$ cat config.mk
export PLATFORM = sky130hd
export DESIGN_NAME = usb_control_descriptor_builder
export DESIGN_NICKNAME = d
export VERILOG_FILES = /design/src/rtl/usbcdb_pkg.sv /design/src/rtl/usbcdb_fmt.sv /design/src/rtl/usb_control_descriptor_builder.sv
export SDC_FILE = /design/constraint.sdc
export NUM_CORES = 1
export LEC_CHECK = 0
export BUFFER_PORTS_ARGS = -buffer_cell sky130_fd_sc_hd__buf_2
export CORE_UTILIZATION = 44
export CTS_CLUSTER_DIAMETER = 200
export DETAILED_ROUTE_END_ITERATION = 8
export GPL_TIMING_DRIVEN = 1
export HOLD_SLACK_MARGIN = 0.1
export PLACE_DENSITY = 0.76
export SKIP_CTS_REPAIR_TIMING = 1
export SLEW_MARGIN = 15
export SYNTH_ARGS = -nofsm -noshare
export SYNTH_HDL_FRONTEND = slang
export SYNTH_HIERARCHICAL = 1
export SYNTH_SLANG_ARGS = --single-unit
$ cat constraint.sdc
create_clock -name clock -period 3.8 [get_ports clock]
set_input_delay 0 -clock clock [delete_from_list [all_inputs] [get_ports clock]]
set_output_delay 0 -clock clock [all_outputs]
set_load 0.02 [all_outputs]
$ cat src/rtl/usbcdb_pkg.sv
// Package for the control-transfer descriptor builder.
// Holds stage codes, token and status constants, the sequencer state type and
// the control bundle passed to the word formatter. No dependencies.
package usbcdb_pkg;

   localparam int MAX_DESCRIPTORS = 32;
   localparam int CHUNK_BYTES     = 8;

   localparam int LEN_W    = 11;
   localparam int OFFSET_W = 8;
   localparam int SETUP_W  = 64;

   // largest data stage that still fits in the descriptor budget
   localparam int MAX_DATA_BYTES = (MAX_DESCRIPTORS - 2) * CHUNK_BYTES;
   localparam int CMP_W          = 13;

   localparam logic [LEN_W-1:0] LEN_LIMIT = 11'd1024;
   localparam logic [LEN_W-1:0] LEN_NONE  = 11'h7FF;
   localparam logic [LEN_W-1:0] CHUNK_LEN = LEN_W'(CHUNK_BYTES);
   localparam logic [LEN_W-1:0] SETUP_LEN = 11'd8;

   localparam logic [31:0] ST_ACTIVE = 32'h0080_0000;
   localparam logic [31:0] ST_IOC    = 32'h0100_0000;
   localparam logic [31:0] ST_LS     = 32'h0400_0000;
   localparam logic [31:0] ST_CERR3  = 32'h1800_0000;

   localparam logic [7:0] PID_OUT   = 8'hE1;
   localparam logic [7:0] PID_IN    = 8'h69;
   localparam logic [7:0] PID_SETUP = 8'h2D;

   localparam logic [1:0] KIND_SETUP  = 2'd0;
   localparam logic [1:0] KIND_DATA   = 2'd1;
   localparam logic [1:0] KIND_STATUS = 2'd2;
   localparam logic [1:0] KIND_REJECT = 2'd3;

   typedef enum logic [2:0] {
      ST_IDLE,
      ST_SETUP,
      ST_DATA,
      ST_STATUS,
      ST_REJECT
   } state_type;

   typedef struct packed {
      logic [1:0]       kind;
      logic             toggle;
      logic [LEN_W-1:0] len;
      logic [LEN_W-1:0] offset;
      logic             last;
   } stage_ctrl_type;

   function automatic logic [31:0] make_token(input logic [7:0] pid,
                                              input logic [6:0] addr,
                                              input logic toggle,
                                              input logic [LEN_W-1:0] len);
      logic [LEN_W-1:0] maxlen;
      maxlen = (len == '0) ? LEN_NONE : (len - LEN_W'(1));
      return {maxlen, 1'b0, toggle, 4'd0, addr, pid};
   endfunction

endpackage

$ cat src/rtl/usbcdb_fmt.sv
// Descriptor word formatter: builds token, status and setup fields of one
// result word from the sequencer's stage control. Depends on usbcdb_pkg.
module usbcdb_fmt (
   input  usbcdb_pkg::stage_ctrl_type    ctrl,
   input  logic                          slow_device,
   input  logic [6:0]                    device_address,
   input  logic                          direction_in,
   input  logic [usbcdb_pkg::SETUP_W-1:0] setup_packet,
   output logic [1:0]                    stage_kind,
   output logic [31:0]                   token_word,
   output logic [31:0]                   status_word,
   output logic [usbcdb_pkg::OFFSET_W-1:0] buffer_offset,
   output logic [usbcdb_pkg::SETUP_W-1:0] setup_bytes,
   output logic                          last
);

   logic [7:0]  pid;
   logic [31:0] base;

   assign base = usbcdb_pkg::ST_ACTIVE | usbcdb_pkg::ST_CERR3 |
                 (slow_device ? usbcdb_pkg::ST_LS : 32'd0);

   always_comb begin
      pid           = usbcdb_pkg::PID_SETUP;
      token_word    = '0;
      status_word   = '0;
      buffer_offset = '0;
      setup_bytes   = '0;
      case (ctrl.kind)
         usbcdb_pkg::KIND_SETUP: begin
            pid         = usbcdb_pkg::PID_SETUP;
            status_word = base;
            setup_bytes = setup_packet;
         end
         usbcdb_pkg::KIND_DATA: begin
            pid           = direction_in ? usbcdb_pkg::PID_IN : usbcdb_pkg::PID_OUT;
            status_word   = base;
            buffer_offset = ctrl.offset[usbcdb_pkg::OFFSET_W-1:0];
         end
         usbcdb_pkg::KIND_STATUS: begin
            // status stage runs opposite to the data stage
            pid         = direction_in ? usbcdb_pkg::PID_OUT : usbcdb_pkg::PID_IN;
            status_word = base | usbcdb_pkg::ST_IOC;
         end
         default: begin
            pid = usbcdb_pkg::PID_SETUP;
         end
      endcase
      if (ctrl.kind != usbcdb_pkg::KIND_REJECT) begin
         token_word = usbcdb_pkg::make_token(pid, device_address, ctrl.toggle, ctrl.len);
      end
   end

   assign stage_kind = ctrl.kind;
   assign last       = ctrl.last;

endmodule

$ cat src/rtl/usb_control_descriptor_builder.sv
// Control-transfer descriptor builder, top level: request capture, stage
// sequencer and shared chunk subtract/compare. Depends on usbcdb_pkg, usbcdb_fmt.
//
//   channel  dir  handshake             payload
//   req_     in   req_valid/req_stall   one control request
//   rsp_     out  rsp_valid/rsp_stall   one descriptor word
//
// A request of N data descriptors gives N+2 words, one per cycle while rsp_stall
// is low, and the next request is taken in the cycle after the last word leaves.
// A rejected request gives one word. The rate is set by the sequencer's single
// subtract/compare unit, which cuts one chunk per word. A stall holds the current
// word; reset returns to idle.
module usb_control_descriptor_builder (
   input  logic        clock,
   input  logic        reset,
   input  logic        req_valid,
   output logic        req_stall,
   input  logic        req_slow_device,
   input  logic [6:0]  req_device_address,
   input  logic [7:0]  req_request_kind,
   input  logic [7:0]  req_request_code,
   input  logic [15:0] req_request_value,
   input  logic [15:0] req_request_index,
   input  logic [10:0] req_data_length,
   input  logic        req_direction_in,
   output logic        rsp_valid,
   input  logic        rsp_stall,
   output logic [1:0]  rsp_stage_kind,
   output logic [31:0] rsp_token_word,
   output logic [31:0] rsp_status_word,
   output logic [7:0]  rsp_buffer_offset,
   output logic [63:0] rsp_setup_bytes,
   output logic        rsp_last
);

   localparam int LW = usbcdb_pkg::LEN_W;

   usbcdb_pkg::state_type state_ff, state_in;

   logic                          ls_ff;
   logic [6:0]                    addr_ff;
   logic                          dir_ff;
   logic [usbcdb_pkg::SETUP_W-1:0] setup_ff;
   logic [LW-1:0]                 remaining_ff, remaining_in;
   logic [LW-1:0]                 done_ff, done_in;
   logic                          toggle_ff, toggle_in;

   logic          req_take;
   logic          rsp_take;
   logic          reject;
   logic          fits;
   logic [LW-1:0] chunk;
   usbcdb_pkg::stage_ctrl_type ctrl;

   assign req_take = req_valid && !req_stall;
   assign rsp_take = rsp_valid && !rsp_stall;

   assign reject = (req_data_length > usbcdb_pkg::LEN_LIMIT) ||
                   ({2'b0, req_data_length} >
                    usbcdb_pkg::CMP_W'(usbcdb_pkg::MAX_DATA_BYTES));

   // shared unit: size of the next chunk and whether it is the final one
   assign fits  = (remaining_ff <= usbcdb_pkg::CHUNK_LEN);
   assign chunk = fits ? remaining_ff : usbcdb_pkg::CHUNK_LEN;

   always_comb begin
      state_in = state_ff;
      case (state_ff)
         usbcdb_pkg::ST_IDLE: begin
            if (req_valid) begin
               state_in = reject ? usbcdb_pkg::ST_REJECT : usbcdb_pkg::ST_SETUP;
            end
         end
         usbcdb_pkg::ST_SETUP: begin
            if (rsp_take) begin
               state_in = (remaining_ff == '0) ? usbcdb_pkg::ST_STATUS
                                               : usbcdb_pkg::ST_DATA;
            end
         end
         usbcdb_pkg::ST_DATA: begin
            if (rsp_take && fits) begin
               state_in = usbcdb_pkg::ST_STATUS;
            end
         end
         usbcdb_pkg::ST_STATUS,
         usbcdb_pkg::ST_REJECT: begin
            if (rsp_take) begin
               state_in = usbcdb_pkg::ST_IDLE;
            end
         end
         default: begin
            state_in = usbcdb_pkg::ST_IDLE;
         end
      endcase
   end

   always_comb begin
      req_stall   = 1'b1;
      rsp_valid   = 1'b1;
      ctrl.kind   = usbcdb_pkg::KIND_SETUP;
      ctrl.toggle = 1'b0;
      ctrl.len    = usbcdb_pkg::SETUP_LEN;
      ctrl.offset = '0;
      ctrl.last   = 1'b0;
      case (state_ff)
         usbcdb_pkg::ST_IDLE: begin
            req_stall = 1'b0;
            rsp_valid = 1'b0;
         end
         usbcdb_pkg::ST_SETUP: begin
            ctrl.kind = usbcdb_pkg::KIND_SETUP;
         end
         usbcdb_pkg::ST_DATA: begin
            ctrl.kind   = usbcdb_pkg::KIND_DATA;
            ctrl.toggle = toggle_ff;
            ctrl.len    = chunk;
            ctrl.offset = done_ff;
         end
         usbcdb_pkg::ST_STATUS: begin
            ctrl.kind   = usbcdb_pkg::KIND_STATUS;
            ctrl.toggle = 1'b1;
            ctrl.len    = '0;
            ctrl.last   = 1'b1;
         end
         usbcdb_pkg::ST_REJECT: begin
            ctrl.kind = usbcdb_pkg::KIND_REJECT;
            ctrl.len  = '0;
            ctrl.last = 1'b1;
         end
         default: begin
            rsp_valid = 1'b0;
         end
      endcase
   end

   always_comb begin
      remaining_in = remaining_ff;
      done_in      = done_ff;
      toggle_in    = toggle_ff;
      if (req_take) begin
         remaining_in = req_data_length;
         done_in      = '0;
         toggle_in    = 1'b1;
      end else if (rsp_take && (state_ff == usbcdb_pkg::ST_DATA)) begin
         remaining_in = remaining_ff - chunk;
         done_in      = done_ff + chunk;
         toggle_in    = ~toggle_ff;
      end
   end

   always_ff @(posedge clock) begin
      if (reset) begin
         state_ff <= usbcdb_pkg::ST_IDLE;
      end else begin
         state_ff <= state_in;
      end
   end

   always_ff @(posedge clock) begin
      remaining_ff <= remaining_in;
      done_ff      <= done_in;
      toggle_ff    <= toggle_in;
      if (req_take) begin
         ls_ff    <= req_slow_device;
         addr_ff  <= req_device_address;
         dir_ff   <= req_direction_in;
         setup_ff <= {5'd0, req_data_length, req_request_index, req_request_value,
                      req_request_code, req_request_kind};
      end
   end

   usbcdb_fmt u_fmt (
      .ctrl           (ctrl),
      .slow_device    (ls_ff),
      .device_address (addr_ff),
      .direction_in   (dir_ff),
      .setup_packet   (setup_ff),
      .stage_kind     (rsp_stage_kind),
      .token_word     (rsp_token_word),
      .status_word    (rsp_status_word),
      .buffer_offset  (rsp_buffer_offset),
      .setup_bytes    (rsp_setup_bytes),
      .last           (rsp_last)
   );

endmodule
---- Word level (Yosys, flattened, before mapping) ----
Cells that the tools add are included.
cells by class
  reductions and logical operators ........ 15
  divide/modulo/power cells ............... 0
  mux-type cells .......................... 26
  order comparisons ....................... 3
  bitwise logic cells ..................... 1
  add/subtract/negate cells ............... 3
  shift-type cells ........................ 0
  multipliers ............................. 0
  equality and inequality tests ........... 11
operator list
  cell                     number
  $pmux W32 S2             1
  $mux W59                 1
  $mux W11                 4
  $mux W32                 1
  $mux W8                  4
  $mux W27                 1
  $logic_not A11 Y1        2
  $pmux W11 S2             1
  $pmux W8 S2              1
  $mux W3                  5
  $pmux W3 S4              1
  $add A11 B11 Y11         1
  $gt A11 B11 Y1 const B   1
  $gt A11 B8 Y1 const B    1
  $le A11 B4 Y1 const B    1
  $sub A11 B1 Y11 const B  1
  $sub A11 B11 Y11         1
  $ne A2 B2 Y1 const B     4
  $eq A3 B2 Y1 const B     2
  $pmux W2 S3              1
  $logic_and A1 B1 Y1      4
  $mux W1                  4
  $reduce_and A4 Y1        1
  $reduce_or A2 Y1         2
  other kinds (13)         13
word-level totals
  memories kept ........................... 0
  output and inout port bits .............. 141
  latch bits .............................. 0
  memory bits (read-only) ................. 0
  input port bits ......................... 72
  memory bits (writable) .................. 0
  register bits after elaboration ......... 94

---- Depth between registers and ports, before layout ----
  depth after elaboration ................. 7
  mapped depth ............................ 11
  gate-level depth less buffers ........... 11

---- Modules after synthesis ----
Netlist, hierarchy kept.
modules (own cells, without submodules)
  module                          seq. area each (µm²)  area each (µm²)  times used  cells an instance
  usb_control_descriptor_builder  2672.6                3961.3           1           294
  usbcdb_fmt                      0.0                   1327.5           1           191

---- Worst setup path after synthesis ----
OpenSTA, ideal clock, no wires.
  path kind ............................... register -> register
  from .................................... reg state_ff[1]
  to ...................................... reg remaining_ff[4], data pin
  arrival ................................. 3.214 ns
  clock period less this slack ............ 3.580 ns
  stages on the path, launching flop included .. 7
  slack ................................... 0.220 ns
  buffers on the path ..................... 2
  path through ............................ dfxtp_1 > clkbuf_1 > nor2b_1 > nand2_1 > inv_2 > clkbuf_1 > o21ai_0
between the ends
  word-level cells in the longest chain between the ends .. 3
ends and longest elaborated chain
  what                    RTL line                               RTL
  from (decl)             usb_control_descriptor_builder.sv:38   usbcdb_pkg::state_type state_ff, state_in;
  from (signal assigned)  usb_control_descriptor_builder.sv:153  state_ff <= usbcdb_pkg::ST_IDLE;
  from (signal assigned)  usb_control_descriptor_builder.sv:155  state_ff <= state_in;
  $logic_not A3 Y1        usb_control_descriptor_builder.sv:105  case (state_ff)
  $logic_and A1 B1 Y1     usb_control_descriptor_builder.sv:55   assign req_take = req_valid && !req_stall;
  via req_take            usb_control_descriptor_builder.sv:48   logic req_take;
  $mux W11                usb_control_descriptor_builder.sv:140  if (req_take) begin
  via remaining_in[4]     usb_control_descriptor_builder.sv:44   logic [LW-1:0] remaining_ff, remaining_in;
  to (signal assigned)    usb_control_descriptor_builder.sv:160  remaining_ff <= remaining_in;
  to (decl)               usb_control_descriptor_builder.sv:44
The timed path passes the listed nets, and every way through them passes these cells.
A chain may end at the register's enable or synchronous reset.

==> run_results.csv <==
group,metric,value,unit
hold_path,min_to,"setup_ff[17]",
power,p_leak,3.17,nW
drt,wl,12.7,mm
sta,slew_headroom,0.422,
global_route,grt_pass1_vias,3514,
setup_path,critPathArrivalTime,3.24,ns
die,start_util,0.458,
hold_path,min_from,"req_request_value[1]",
sta,hold_violations,0,
drt,vias,4110,
global_route,grt_pass1_wl,17.0,mm
clock_tree,cts_root_buffer,"clkbuf_16",
die,die_area,11900,um2
power,intPower,2.12,mW
power,p_switching,1.11,mW
finish,fin_cells,870,
drt,drc,0,
die,fp-row-count,38,
drt,ant_nets,0,
setup_path,cp_num_buf_inv,2,
sta,rsz0062_at_grt,"false",
global_route,grt_max_degree,66,
drt,viasPerCell,4.72,
clock_tree,htreeDepth,3,
synthesis,synth_area,5050,um2
setup_path,crit_family,"simple AND/OR/NAND/NOR gates",
finish,layout.nets,817,
sta,fin_setup_tns,0,ns
sta,finalCritPeriodShare,0.852,
global_route,use_met3,0.0460,
setup_path,slowest_delay,0.62,ns
hold_path,min_path_cells,2,
setup_path,crit_start,"state_ff[1]",
setup_path,r2r_start,"remaining_ff[4]",
setup_path,crit_fanout,16,
synthesis,syn_avg_cell_area,11.1,um2
drt,dr.pass1.iters,4,
global_route,grt_use_met1,0.212,
sta,worst_slew_pin_slew,0.867,ns
power,swShare,0.344,
finish,fillCellCount,856,
clock_tree,cts.sinks,91,
hold_path,worstHoldPathType,"in -> reg",
finish,area_growth,38.3,%
clock_tree,clock_path_buffers,2,
sta,fin_skew,0.0109,ns
die,io_pins,213,
sta,fin_crit,3.24,ns
die,die_h,109,um
power,ir_worst_vdd,0.255,mV
sta,setup_violations,0,
setup_path,worst_ep_required_time,3.80,ns
setup_path,ff2ff_path_depth,11,
setup_path,start_kind,"flip-flop",
finish,final_cell_mix,"buf_2, edfxtp_1, conb_1, and2_1, dlygate4sd3_1",
placement,io_buffers,173,
die,fp.coreArea,11000,um2
power,comb_power_share,0.320,
global_route,globalRouteMet2Util,0.341,
global_route,grt-busiest-layer,"met2",
global_route,grt_use_total,0.187,
finish,antenna_cells,0,
power,seqPwrFrac,0.404,
power,p_clk_frac,0.275,
setup_path,crit_chain,"inv_1 -> nor3_1 -> a21oi_1 -> nor2_1 -> nand4_2 -> nor3b_1 -> a2111oi_1 -> buf_2",
synthesis,synth_cells,454,
clock_tree,numCtsBuffers,9,
clock_tree,insertion_delay,0.34,ns
finish,drive_gt1_frac,0.281,
job,cap_viol_max_count,0,
clock_tree,path_clk_slew,0.07,ns
global_route,overflow,0,
setup_path,regToRegEndpoint,"done_ff[7]",
synthesis,yosysWarnings,6,
placement,dp_hpwl,8.92,mm
placement,gp_congestion,0.857,
outcome,status,"completed",
sta,fmax,309,MHz
finish,mostFrequentLayoutCell,"buf_2",
setup_path,end_kind,"output pin",
clock_tree,cts_tree,"done",
setup_path,worst-r2r-setup-slack,1.13,ns
global_route,antenna_found_initial,0,
drt,wl_per_cell,14.6,um
drt,first_iter_violations,379,
placement,placedCellCount,785,
setup_path,slowest_stage,"dfxtp_1",
setup_path,worstSetupPathType,"reg -> out",
power,power_density,462,nW/um2
sta,report.final.slew_viol_count,0,
die,die_x,109,um
[how the worst max path moves through the flow]
stage	slack, ns	cells past startpoint	endpoint
4_1_cts	0.60	8	rsp_token_word[28]
5_1_grt	0.35	8	rsp_token_word[28]
3_3_place_gp	1.12	8	rsp_token_word[28]
3_5_place_dp	0.98	8	rsp_token_word[28]
2_1_floorplan	0.23	6	remaining_ff[4]
6_report	0.56	8	rsp_token_word[28]
[layer usage]
layer | vias to the layer above | share of wire
li1 | 2019 | -
met1 | 1945 | 0.40
met2 | 132 | 0.53
met3 | 14 | 0.059
met4 | 0 | 0.012
met5 | - | 0
[state kept, by name, indices dropped and copies added (netlist names)]
name and flops:
done_ff 8, dir_ff 1, remaining_ff 11, state_ff 3
ls_ff 1, addr_ff 7, toggle_ff 1, setup_ff 59
[metrics by stage]
step	hold slack [ns]	cell area, um2	setup slack, ns	total power [mW]	util
3_3_place_gp	0.178	5990	1.12	2.27	0.543
6_report	0.381	6990	0.562	3.23	0.633
5_1_grt	0.382	6990	0.346	3.39	0.633
4_1_cts	-0.173	6290	0.603	3.17	0.570
3_5_place_dp	0.178	5990	0.976	2.30	0.543
2_1_floorplan	0.0689	5330	0.232	2.03	-
[power groups by stage]
stage	clock (mW)	combinational, mW	sequential [mW]
6_report	0.888	1.03	1.31
5_1_grt	0.945	1.13	1.32
4_1_cts	0.897	0.973	1.30
3_5_place_dp	0	0.972	1.32
3_3_place_gp	0	0.952	1.32
2_1_floorplan	0	0.726	1.30
[final cells by class]
type / instances / area (um2) / area share
Tap cell: 140 / 175 / 0.0251
Sequential cell: 91 / 2610 / 0.374
Multi-Input combinational cell: 364 / 2260 / 0.324
Timing Repair Buffer: 246 / 1590 / 0.227
Inverter: 14 / 56.3 / 0.00806
Clock buffer: 10 / 229 / 0.0328
Clock inverter: 5 / 62.6 / 0.00895
No activity file was read; power rests on OpenSTA's default activity.
